## src/rtl/core/blocked_bitmap_bit_engine_defines.svh

```systemverilog
// ----------------------------------------------------------------------------
// blocked_bitmap_bit_engine_defines
// Assertion macros shared by the blocked bitmap bit engine.
// ----------------------------------------------------------------------------
// Each macro expects clk_i and rst_ni to be visible where it is used.
`ifndef BLOCKED_BITMAP_BIT_ENGINE_DEFINES_SVH
`define BLOCKED_BITMAP_BIT_ENGINE_DEFINES_SVH

// Same-cycle implication.
`define BBBE_ASSERT_IMP(label, ante, cons, msg) \
  label: assert property (@(posedge clk_i) disable iff (!rst_ni) (ante) |-> (cons)) \
    else $error(msg);

// Next-cycle implication.
`define BBBE_ASSERT_NXT(label, ante, cons, msg) \
  label: assert property (@(posedge clk_i) disable iff (!rst_ni) (ante) |=> (cons)) \
    else $error(msg);

`endif

```

## src/rtl/core/bbbe_pkg.sv

```systemverilog
// ----------------------------------------------------------------------------
// bbbe_pkg
// Shared constants, codes and types of the blocked bitmap bit engine.
// ----------------------------------------------------------------------------
package bbbe_pkg;

  // Bitmap store geometry.
  localparam int unsigned STORE_BYTES = 4096;
  localparam int unsigned STORE_AW    = $clog2(STORE_BYTES);

  // Command codes.
  localparam logic [1:0] CMD_TEST  = 2'd0;
  localparam logic [1:0] CMD_SET   = 2'd1;
  localparam logic [1:0] CMD_CLEAR = 2'd2;

  // Register indexes on the configuration port.
  localparam logic [1:0] REG_BUFFER  = 2'd0;
  localparam logic [1:0] REG_BLOCK   = 2'd1;
  localparam logic [1:0] REG_HEADER  = 2'd2;
  localparam logic [1:0] REG_TRAILER = 2'd3;

  typedef enum logic [3:0] {
    ST_CLEAR, ST_IDLE, ST_DECODE, ST_DIV, ST_MUL, ST_SETUP,
    ST_CHECK, ST_READ, ST_WRITE, ST_TBIT, ST_DONE
  } state_e;

  typedef struct packed {
    logic [12:0] buffer_bytes;
    logic [12:0] block_bytes;
    logic [7:0]  header_bytes;
    logic [7:0]  trailer_bytes;
  } cfg_t;

  // Commands from the controller to the datapath.
  typedef struct packed {
    logic clr_step;
    logic load;
    logic fail;
    logic div_init;
    logic div_step;
    logic mul;
    logic setup;
    logic rd;
    logic wr;
    logic tbit;
  } ctl_t;

  // Status from the datapath to the controller.
  typedef struct packed {
    logic clr_last;
    logic is_test;
    logic is_run;
    logic empty;
    logic bad;
    logic div_last;
    logic fits;
    logic byte_last;
    logic rem_zero;
  } sts_t;

endpackage

```

## src/rtl/core/bbbe_ctrl.sv

```systemverilog
// ----------------------------------------------------------------------------
// bbbe_ctrl
// Sequencer of the engine: clearing pass, division, block walk and result.
// ----------------------------------------------------------------------------
`include "blocked_bitmap_bit_engine_defines.svh"

module bbbe_ctrl (
  input  logic          clk_i,
  input  logic          rst_ni,
  input  logic          start_i,
  input  bbbe_pkg::sts_t sts_i,
  output bbbe_pkg::ctl_t ctl_o,
  output logic          busy_o,
  output logic          done_o
);
  import bbbe_pkg::*;

  state_e state_q, state_d;

  // State register.
  always_ff @(posedge clk_i or negedge rst_ni) begin
    if (!rst_ni) begin
      state_q <= ST_CLEAR;
    end else begin
      state_q <= state_d;
    end
  end

  // Next state.
  always_comb begin
    state_d = state_q;
    unique case (state_q)
      ST_CLEAR:  if (sts_i.clr_last) state_d = ST_IDLE;
      ST_IDLE:   if (start_i) state_d = ST_DECODE;
      ST_DECODE: begin
        if (sts_i.is_run && sts_i.empty) state_d = ST_DONE;
        else if (!(sts_i.is_test || sts_i.is_run) || sts_i.bad) state_d = ST_DONE;
        else state_d = ST_DIV;
      end
      ST_DIV:    if (sts_i.div_last) state_d = ST_MUL;
      ST_MUL:    state_d = ST_SETUP;
      ST_SETUP:  state_d = ST_CHECK;
      ST_CHECK:  state_d = sts_i.fits ? ST_READ : ST_DONE;
      ST_READ:   state_d = sts_i.is_test ? ST_TBIT : ST_WRITE;
      ST_TBIT:   state_d = ST_DONE;
      ST_WRITE: begin
        if (!sts_i.byte_last) state_d = ST_READ;
        else if (sts_i.rem_zero) state_d = ST_DONE;
        else state_d = ST_SETUP;
      end
      ST_DONE:   state_d = ST_IDLE;
      default:   state_d = ST_IDLE;
    endcase
  end

  // Commands to the datapath.
  always_comb begin
    ctl_o  = '0;
    busy_o = 1'b1;
    done_o = 1'b0;
    unique case (state_q)
      ST_CLEAR:  ctl_o.clr_step = 1'b1;
      ST_IDLE: begin
        busy_o     = 1'b0;
        ctl_o.load = start_i;
      end
      ST_DECODE: begin
        if (sts_i.is_run && sts_i.empty) ctl_o.fail = 1'b0;
        else if (!(sts_i.is_test || sts_i.is_run) || sts_i.bad) ctl_o.fail = 1'b1;
        else ctl_o.div_init = 1'b1;
      end
      ST_DIV:    ctl_o.div_step = 1'b1;
      ST_MUL:    ctl_o.mul = 1'b1;
      ST_SETUP:  ctl_o.setup = 1'b1;
      ST_CHECK:  ctl_o.fail = !sts_i.fits;
      ST_READ:   ctl_o.rd = 1'b1;
      ST_TBIT:   ctl_o.tbit = 1'b1;
      ST_WRITE:  ctl_o.wr = 1'b1;
      ST_DONE:   done_o = 1'b1;
      default:   ctl_o = '0;
    endcase
  end

  `BBBE_ASSERT_NXT(a_done_single, state_q == ST_DONE, state_q == ST_IDLE, "result strobe held")
  `BBBE_ASSERT_NXT(a_accept_decode, state_q == ST_IDLE && start_i, state_q == ST_DECODE, "command lost")
  `BBBE_ASSERT_IMP(a_write_after_read, state_q == ST_WRITE, $past(state_q) == ST_READ, "write without read")

endmodule

```

## config.mk

```make
export PLATFORM = sky130hd
export DESIGN_NAME = bbbe_ctrl
export DESIGN_NICKNAME = d
export VERILOG_FILES = /design/src/rtl/core/bbbe_pkg.sv /design/src/rtl/core/bbbe_ctrl.sv
export VERILOG_INCLUDE_DIRS = /design/src /design/src/rtl/core
export SDC_FILE = /design/constraint.sdc
export NUM_CORES = 1
export LEC_CHECK = 0
export BUFFER_PORTS_ARGS = -buffer_cell sky130_fd_sc_hd__buf_2
export CORE_AREA = 5 5 42 44
export CTS_BUF_LIST = sky130_fd_sc_hd__clkbuf_8
export DETAILED_ROUTE_END_ITERATION = 10
export DIE_AREA = 0 0 47 49
export GPL_ROUTABILITY_DRIVEN = 0
export GPL_TIMING_DRIVEN = 0
export SETUP_SLACK_MARGIN = 0.02
export SYNTH_ARGS = -nofsm -noshare
export SYNTH_HDL_FRONTEND = slang
export SYNTH_SLANG_ARGS = --single-unit
```

## constraint.sdc

```tcl
create_clock -name clk_i -period 1.4 [get_ports clk_i]
set_input_delay 0.28 -clock clk_i [delete_from_list [all_inputs] [get_ports clk_i]]
set_output_delay 0.28 -clock clk_i [all_outputs]
set_load 0.01 [all_outputs]
```

# After elaboration in Yosys (flattened, before gate mapping)
# Index checks and enable logic that the tools add are counted.
# Widths: inputs -> output; s select.
[word_totals] register_bits=4 wordCells=47 output_inout_bits=12
[classes] reduce_logical=7 n_mux=26 eq_ne=13
[op_table] op="$pmux 4 s10" n=1
[op_table] op="$mux 4" n=8
[op_table] op="$eq 4x3->1 const B" n=4
[op_table] op="$mux 1" n=16
[op_table] op="$eq 4x4->1 const B" n=3
[op_table] op="$eq 4x2->1 const B" n=2
[op_table] op="$ne 2x2->1 const B" n=3
[op_table] op="$eq 4x1->1 const B" n=1
[op_table] op="$logic_not 4->1" n=1
[op_table] op="$reduce_and 3->1" n=1
[op_table] op="$logic_not 1->1" n=2
[op_table] op="$logic_or 1x1->1" n=2
[op_table] op="$pmux 1 s2" n=1
[op_table] op="$logic_and 1x1->1" n=1

# Depth between registers and ports, before layout
# Gate-level depths: netlist (run 1).
[logic_depth] ltp_word=6 ltp_mapped=5 mapped_depth_nobuf=4

# Worst setup path after synthesis (run 1)
# Ideal clock, no wire load.
[synth_timing] path_type="register -> output" startpoint="register state_q[0]" endpoint="output ctl_o[7] (netlist bit)" path_stages_with_launch=4 required_ns=1.120 arrival_time_ns=1.431 setup_slack_ns=-0.311 path_buffers=1 path_cell_list="dfrtp_1 > buf_1 > nand2b_1 > a2111oi_0"
[synth_lines] item="from (decl)" line_no="bbbe_ctrl.sv:18" source="state_e state_q, state_d;"
[synth_lines] item="from (signal assigned)" line_no="bbbe_ctrl.sv:25" source="state_q <= state_d;"
[synth_lines] item="to (decl)" line_no="bbbe_ctrl.sv:12" source="output bbbe_pkg::ctl_t ctl_o,"

==> impl_metrics.env, run 1 <==
export IMPL_drive_gt1_share_pct=69.2
export IMPL_grt_pass1_vias=588
export IMPL_cts_sinks=4
export IMPL_violations="negative setup slack"
export IMPL_setup_viol=15
export IMPL_synth_area_per_cell_um2=7.38
export IMPL_top_register="state_q"
export IMPL_start_kind="flip-flop"
export IMPL_finalNonFillerCells=120
export IMPL_synth_area_um2=443
export IMPL_hp_class="input pin to flip-flop"
export IMPL_grt_pass1_wl_um=2450
export IMPL_drc=0
export IMPL_top_regs="state_q (4)"
export IMPL_powerDensity_nw_per_um2=2520
export IMPL_yosysUniqueCellTypes=29
export IMPL_io_pins=24
export IMPL_synth_compound_area_share_pct=31.4
export IMPL_area_growth_pct=130
export IMPL_antenna_found_initial=0
export IMPL_relSlewSlack_pct=82.9
export IMPL_synthCells=60
export IMPL_dp_cells=99
export IMPL_fin_worst_skew_ps=0.848
export IMPL_hold_viol_final=0
export IMPL_drt_total_wl_um=1890
export IMPL_post_dp_cell_area_um2=584
export IMPL_ant_nets=0
export IMPL_gr_total_overflow=0
export IMPL_yosysTopAreaCell="dfrtp_1"
export IMPL_max_cap_violations=0
export IMPL_yosys_area_share_simple_pct=36.4
export IMPL_fmax_mhz=541
export IMPL_ir_drop_uv=1320
export IMPL_grt_start_max_net_pins=11
export IMPL_dr_pass1_iters=4
export IMPL_nNetsFinal=118
export IMPL_critPathKind="flip-flop to primary output"
export IMPL_synth_seq_cells=4
export IMPL_synthAdderAreaFrac_pct=0
export IMPL_worstMarginPinSlew_ps=256
export IMPL_htreeDepth=1
export IMPL_seq_area_frac_synth_pct=22.6
export IMPL_path_clk_slew_ps=30
export IMPL_largest_register_ffs=4
export IMPL_cts_tree="yes"
export IMPL_numCtsBuffers=3
export IMPL_status="finished with violations"
export IMPL_antenna_cells=0
export IMPL_synthMuxAreaShare_pct=0
export IMPL_row_count=14
export IMPL_setup_ws_ps=-449
export IMPL_worst_skew_pair_late_latency_ps=220
export IMPL_rsz0062_at_grt="true"
export IMPL_design_area_um2=1020
export IMPL_cp_max_fo=2
export IMPL_place_worst_setup_slack_ps=-278
export IMPL_worst_ep_required_time_ps=1120
export IMPL_synthTopCellsByArea="dfrtp_1 (23%), nand2b_1 (9.9%), a21oi_1 (6.8%), nor2_1 (6.8%), a211oi_4 (4.5%)"
export IMPL_io_buffers=23
export IMPL_total_power_mw=2.57
export IMPL_hpwl_um=955
export IMPL_crit_path_end_kind="primary output"
export IMPL_die_area_um2=2300
export IMPL_cts_path_max_buffers=2
export IMPL_critical_path_arrival_ps=1570
export IMPL_fp_dieH_um=49
export IMPL_fin_crit_ps=1850
export IMPL_ys_warn_count=0
export IMPL_drt_iter0_drc=10
export IMPL_wl_per_cell_um=15.7
export IMPL_initial_core_util_pct=31.6
export IMPL_report_final_slew_viol_count=0
export IMPL_yosysTopAreaCellShare_pct=22.6
export IMPL_cts_root_buf="clkbuf_8"
export IMPL_synth_xor_area_share_pct=1.98
export IMPL_core_area_um2=1400
export IMPL_synth_top_family_by_area="simple AND/OR/NAND/NOR gates"
export IMPL_track_usage_pct=13.8
export IMPL_power_leakage_nw=0.469
export IMPL_die_x_um=47
export IMPL_routed_via_count=635
export IMPL_synth_nets=72
export IMPL_period_share_pct=132
export IMPL_vias_per_cell=5.29
-- area by class of cell --
type / instances / area, µm²
fillers: 95 / 382
repair buffers: 42 / 335
well taps: 16 / 20.0
multi-input cells: 49 / 464
flip-flops and latches: 4 / 101
plain buffers: 3 / 46.3
inverters: 3 / 11.3
clock buffers: 3 / 41.3
-- layout by cell type, fill, tap and decap left out, types with 2 or more instances in the layout --
master / count
buf_2: 20
nor3_4: 2
buf_12: 2
nand2_1: 4
nor2_4: 3
buf_6: 9
nor2_1: 3
nor2_2: 2
a21oi_1: 5
dfrtp_1: 3
buf_4: 10
inv_2: 2
nand2b_4: 3
nand2b_1: 4
a21oi_2: 2
clkbuf_8: 3
buf_8: 2
-- routing by layer --
| layer | up-vias | part of all wire, % | track usage, % |
|---|---|---|---|
| met2 | 20 | 55 | 23.3 |
| met3 | 4 | 4.7 | 2.95 |
| met1 | 304 | 39 | 16.4 |
| met5 | - | 0 | 0 |
| li1 | 307 | - | - |
| met4 | 0 | 1.9 | 5.07 |
-- per-stage QoR --
| step | TNS [ps] | hold WS, ps | util [%] |
|---|---|---|---|
| floorplan | -336 | -15.6 | - |
| global placement | -1590 | 86.2 | 41.7 |
| detailed placement | -1380 | 88.9 | 41.7 |
| CTS | -3080 | 277 | 58.9 |
| global route | -4060 | 298 | 72.8 |
| finish | -3390 | 284 | 72.8 |
-- worst max-delay path, stage by stage, from the launching register on --
cell and delay (ps):
dfrtp_1 370, or4b_4 570, a211oi_4 240, buf_2 170
-- Yosys cell counts, drive strengths merged --
cell type  n
or4b       1
nor4       1
o22ai      2
nor3       3
a211oi     2
xnor2      1
dfrtp      4
nand2b     7
a32oi      1
clkbuf     2
a21boi     1
inv        3
buf        2
and3       1
nand2      4
or3        1
nor2b      2
a2111oi    1
nor2       8
a21oi      7
or2b       1
a221oi     1
a221o      1
o22a       1
nand3      1
a21o       1
-- final timing paths --
path / cells after the start / startpoint / slack [ps] / to
setup reg to reg: 5 / state_q[3] / -200 / state_q[0]
hold reg to reg: 4 / state_q[2] / 820 / state_q[1]
hold / removal: 2 / sts_i[3] / 280 / state_q[1]
max in group asynchronous: 2 / rst_ni / 880 / state_q[1]
min in group asynchronous: 2 / rst_ni / 390 / state_q[2]
setup / recovery: 3 / state_q[3] / -450 / ctl_o[6]
-- timing repair --
item                       in CTS  in global routing
gates cloned                    0                  1
hold buffers                    1                  0
resized for setup              32                 23
setup endpoints to repair      16                 16
hold endpoints to repair        4                  0
setup buffers                   9                 12
pin swaps                       5                 11
-- report_power, final --
part	leakage, nW	internal, mW	switching (mW)
registers	0.0497	0.179	0.0488
clock network	0.0216	0.183	0.0587
logic	0.398	1.11	0.998
total	0.469	1.47	1.11
-- kinds of logic after synthesis --
| kind of cell | after synthesis |
|---|---|
| simple gates | 30 |
| compound gates | 18 |
| buf+inv | 7 |
| flops | 4 |
| xor+xnor | 1 |
Note: power is estimated with default switching activity, not from simulation.
==> run 2: changes to the inputs <==
Settings changed: CTS_BUF_LIST sky130_fd_sc_hd__clkbuf_8 to sky130_fd_sc_hd__clkbuf_4 sky130_fd_sc_hd__clkbuf_8.
==> impl_metrics.env, run 2 (synthesized netlist as in run 1, its figures left out) <==
export IMPL_grt_pass1_vias=554
export IMPL_antenna_found_initial=0
export IMPL_crit_path_end_kind="primary output"
export IMPL_antenna_cells=0
export IMPL_top_regs="state_q (4)"
export IMPL_period_share_pct=134
export IMPL_grt_pass1_wl_um=2310
export IMPL_powerDensity_nw_per_um2=2450
export IMPL_cts_sinks=4
export IMPL_ant_nets=0
export IMPL_reg2reg_from="state_q[0]"
export IMPL_vias_per_cell=5.32
export IMPL_fin_crit_ps=1880
export IMPL_area_growth_pct=137
export IMPL_dr_pass1_iters=4
export IMPL_worst_ep_required_time_ps=1120
export IMPL_start_kind="flip-flop"
export IMPL_path_clk_slew_ps=40
export IMPL_slowest_delay_ps=550
export IMPL_worstMarginPinSlew_ps=285
export IMPL_core_area_um2=1400
export IMPL_row_count=14
export IMPL_design_area_um2=1050
export IMPL_top_register="state_q"
export IMPL_crit_path_cell_trace="or4b_4 > a211oi_4 > buf_2"
export IMPL_io_pins=24
export IMPL_final_common_cell="buf_2"
export IMPL_die_x_um=47
export IMPL_crit_start="state_q[0]"
export IMPL_cts_tree="yes"
export IMPL_post_dp_cell_area_um2=584
export IMPL_reg2reg_depth=6
export IMPL_hold_viol_final=0
export IMPL_rsz0062_at_grt="true"
export IMPL_dp_cells=99
export IMPL_cts_root_buf="clkbuf_4"
export IMPL_multiInputGateArea_um2=464
export IMPL_worst_skew_pair_late_latency_ps=240
export IMPL_setup_ws_ps=-478
export IMPL_initial_core_util_pct=31.6
export IMPL_grt_start_max_net_pins=11
export IMPL_worst_hold_slack_ps=255
export IMPL_finalNonFillerCells=125
export IMPL_power_leakage_nw=0.490
export IMPL_routed_via_count=665
export IMPL_wl_per_cell_um=16.0
export IMPL_die_area_um2=2300
export IMPL_fp_dieH_um=49
export IMPL_r2r_end="state_q[0]"
export IMPL_crit_slowest_cell="or4b_4"
export IMPL_report_final_slew_viol_count=0
export IMPL_n_fill_cell=95
export IMPL_numCtsBuffers=3
export IMPL_nNetsFinal=123
export IMPL_drt_iter0_drc=7
export IMPL_cp_max_fo=2
export IMPL_status="finished with violations"
export IMPL_drive_gt1_share_pct=70.6
export IMPL_critPathKind="flip-flop to primary output"
export IMPL_crit_end="ctl_o[6]"
export IMPL_track_usage_pct=13.6
export IMPL_max_cap_violations=0
export IMPL_fmax_mhz=533
export IMPL_critical_path_arrival_ps=1600
export IMPL_hp_start="sts_i[3]"
export IMPL_r2r_slack_ps=-300
export IMPL_gr_total_overflow=0
export IMPL_cts_path_max_buffers=2
export IMPL_fin_util_pct=74.9
export IMPL_largest_register_ffs=4
export IMPL_register_area_um2=101
export IMPL_final_cell_mix="buf_2 (20), buf_6 (12), buf_4 (12)"
export IMPL_violations="negative setup slack"
export IMPL_htreeDepth=1
export IMPL_io_buffers=23
export IMPL_drt_total_wl_um=2000
export IMPL_fin_worst_skew_ps=0.247
export IMPL_ir_drop_uv=1240
export IMPL_hpwl_um=955
export IMPL_relSlewSlack_pct=81.0
export IMPL_drc=0
export IMPL_hp_class="input pin to flip-flop"
export IMPL_setup_viol=15
[run 2: changes by cell type in the layout (fill, tap and decap cells not counted), sizes merged]
cell,before,now
buf,43,48
[run 2: cell type report]
| cell class | count | share of cell area (%) |
|---|---|---|
| plain buffers | 3 | 4.41 |
| clock buffers | 3 | 2.15 |
| multi-input cells | 49 | 44.2 |
| well taps | 16 | 1.91 |
| repair buffers | 47 | 36.6 |
| inverters | 3 | 1.07 |
| flip-flops and latches | 4 | 9.65 |
[run 2: worst min-delay path by stage]
stage | to | slack (ps) | depth (start not counted)
after detailed placement | state_q[0] | 90 | 1
after floorplan | state_q[0] | -20 | 0
final | state_q[1] | 260 | 2
after CTS | state_q[1] | 250 | 2
after global placement | state_q[2] | 90 | 1
after global routing | state_q[1] | 260 | 2
[run 2: through the flow]
stage / power [mW] / setup TNS [ps] / worst slack (ps)
CTS: 1.80 / -3320 / -480
global placement: 1.18 / -1590 / -268
global route: 2.71 / -4340 / -523
floorplan: 0.921 / -336 / -127
detailed placement: 1.17 / -1380 / -278
finish: 2.57 / -3560 / -478
[run 2: routing by layer]
layer	GRT usage, %	share of wire, %	vias up	wire, µm
li1	-	-	313	-
met1	14.4	41	316	814
met2	23.1	50	30	997
met3	3.69	5.7	6	114
met4	7.37	3.5	0	70
met5	0	0	-	0
[run 2: report_power, final]
part	internal (mW)	switching, mW
Sequential	0.179	0.0477
Clock	0.0963	0.0540
Combinational	1.18	1.02
[run 2: critical path, delay by kind of cell (launching register included)]
family | cells | cell delay [ps]
and+or+nand+nor | 1 | 550
DFF | 1 | 380
buffers and inverters | 1 | 170
AOI/OAI and AO/OA | 1 | 250
[run 2: repair_timing]
| item | CTS | global route |
|---|---|---|
| buffers inserted | 8 | 18 |
| gates resized for setup | 33 | 26 |
| gates cloned | 0 | 1 |
| pin swaps | 5 | 11 |
| hold buffers | 1 | 0 |
| endpoints found under the hold margin | 4 | 0 |
| setup endpoints to repair | 16 | 16 |
==> run 3: changes to the inputs <==
Settings changed: MAX_ROUTING_LAYER set to met4.
==> impl_metrics.env, run 3 (synthesized netlist as in run 1, its figures left out) <==
export IMPL_r2r_end="state_q[0]"
export IMPL_hpwl_um=955
export IMPL_routed_via_count=663
export IMPL_status="finished with violations"
export IMPL_ant_nets=0
export IMPL_cp_num_buf_inv=1
export IMPL_core_area_um2=1400
export IMPL_crit_slowest_cell="or4b_4"
export IMPL_fin_crit_ps=1880
export IMPL_crit_path_end_kind="primary output"
export IMPL_largest_register_ffs=4
export IMPL_track_usage_pct=14.0
export IMPL_crit_path_cell_trace="or4b_4 > a211oi_4 > buf_2"
export IMPL_antenna_cells=0
export IMPL_dr_pass1_iters=4
export IMPL_critPathKind="flip-flop to primary output"
export IMPL_cts_path_max_buffers=2
export IMPL_drc=0
export IMPL_setup_viol=15
export IMPL_report_final_slew_viol_count=0
export IMPL_grt_pass1_wl_um=2310
export IMPL_top_regs="state_q (4)"
export IMPL_path_clk_slew_ps=40
export IMPL_n_fill_cell=95
export IMPL_power_switching_mw=1.12
export IMPL_whs_path_depth=2
export IMPL_wl_met1_um=808
export IMPL_total_power_mw=2.57
export IMPL_power_share_clock_pct=5.8
export IMPL_rsz0062_at_grt="true"
export IMPL_power_leakage_nw=0.490
export IMPL_htreeDepth=1
export IMPL_cp_top_family="simple AND/OR/NAND/NOR gates"
export IMPL_routed_top_layer="met4"
export IMPL_worst_skew_pair_late_latency_ps=240
export IMPL_powerDensity_nw_per_um2=2450
export IMPL_p_int_mw=1.45
export IMPL_area_growth_pct=137
export IMPL_cts_sinks=4
export IMPL_die_x_um=47
export IMPL_drt_total_wl_um=2000
export IMPL_dr_wl_met2_um=997
export IMPL_dp_cells=99
export IMPL_drt_iter0_drc=12
export IMPL_drive_gt1_share_pct=70.6
export IMPL_die_area_um2=2300
export IMPL_worst_hold_slack_ps=255
export IMPL_row_count=14
export IMPL_nNetsFinal=123
export IMPL_initial_core_util_pct=31.6
export IMPL_cp_max_fo=2
export IMPL_cts_tree="yes"
export IMPL_whs_endpoint="state_q[1]"
export IMPL_r2r_slack_ps=-300
export IMPL_multiInputGateArea_um2=464
export IMPL_violations="negative setup slack"
export IMPL_fmax_mhz=533
export IMPL_finalNonFillerCells=125
export IMPL_setup_ws_ps=-475
export IMPL_ir_drop_uv=1240
export IMPL_grt_start_max_net_pins=11
export IMPL_pwr_share_seq_pct=8.8
export IMPL_hold_viol_final=0
export IMPL_worst_ep_required_time_ps=1120
export IMPL_gr_total_overflow=0
export IMPL_final_cell_mix="buf_2 (20), buf_6 (12), buf_4 (12)"
export IMPL_register_area_um2=101
export IMPL_hp_start="sts_i[3]"
export IMPL_wl_per_cell_um=16.0
export IMPL_combPwrFrac_pct=85.3
export IMPL_start_kind="flip-flop"
export IMPL_fin_worst_skew_ps=0.248
export IMPL_vias_per_cell=5.30
export IMPL_antenna_found_initial=0
export IMPL_period_share_pct=134
export IMPL_swShare_pct=43.5
export IMPL_slowest_delay_ps=570
export IMPL_fp_dieH_um=49
export IMPL_max_cap_violations=0
export IMPL_final_common_cell="buf_2"
export IMPL_io_buffers=23
export IMPL_numCtsBuffers=3
export IMPL_io_pins=24
export IMPL_hp_class="input pin to flip-flop"
export IMPL_reg2reg_from="state_q[3]"
export IMPL_worstMarginPinSlew_ps=285
export IMPL_grt_pass1_vias=554
export IMPL_reg2reg_depth=6
export IMPL_critical_path_arrival_ps=1600
export IMPL_top_register="state_q"
export IMPL_relSlewSlack_pct=81.0
export IMPL_wl_met3_um=119
export IMPL_cts_root_buf="clkbuf_4"
run 3: cell counts in the layout (fill, tap and decap cells not counted):
No cell type changed its count.
run 3: layout make-up:
type	instances	share of cell area, %
well taps	16	1.91
plain buffers	3	4.41
flip-flops and latches	4	9.65
inverters	3	1.07
multi-input cells	49	44.2
repair buffers	47	36.6
clock buffers	3	2.15
run 3: worst register-to-register path, stage by stage (launching register included):
cell and delay (ps):
dfrtp_1 370, or4b_4 570, a211oi_4 250, buf_4 160
buf_6 90, a21oi_2 30, a32oi_1 160
run 3: power groups by stage:
stage | combinational, mW | clock (mW) | sequential, mW
3_5_place_dp | 0.943 | 0 | 0.231
5_1_grt | 2.32 | 0.161 | 0.230
4_1_cts | 1.40 | 0.149 | 0.257
2_1_floorplan | 0.703 | 0 | 0.218
3_3_place_gp | 0.945 | 0 | 0.232
6_report | 2.19 | 0.150 | 0.227
run 3: routing by layer:
layer  GRT usage, %  vias up
met4           7.37        0
met5              -        -
met2           23.1       30
met3           3.32        6
met1           14.6      314
li1               -      313
run 3: through the flow:
| stage | util (%) | cell area [µm²] | setup TNS, ps | worst slack (ps) |
|---|---|---|---|---|
| after floorplan | - | 449 | -336 | -127 |
| after global placement | 41.7 | 584 | -1590 | -268 |
| after detailed placement | 41.7 | 584 | -1380 | -278 |
| after CTS | 57.4 | 805 | -3320 | -480 |
| after global routing | 74.9 | 1050 | -4340 | -523 |
| final | 74.9 | 1050 | -3550 | -475 |
run 3: worst max-delay path by stage:
stage	startpoint	to	cells past startpoint
5_1_grt	state_q[3]	ctl_o[6]	3
3_3_place_gp	state_q[0]	ctl_o[7]	4
3_5_place_dp	state_q[2]	ctl_o[6]	4
2_1_floorplan	state_q[2]	state_q[0]	5
6_report	state_q[3]	ctl_o[6]	3
4_1_cts	state_q[2]	ctl_o[6]	4
run 3: what timing repair did:
| item | CTS | global route |
|---|---|---|
| gates resized for setup | 33 | 26 |
| hold buffers | 1 | 0 |
| cloned | 0 | 1 |
| endpoints found under the hold margin | 4 | 0 |
| setup endpoints to repair | 16 | 16 |
| setup buffers | 8 | 18 |
| pin swaps | 5 | 11 |
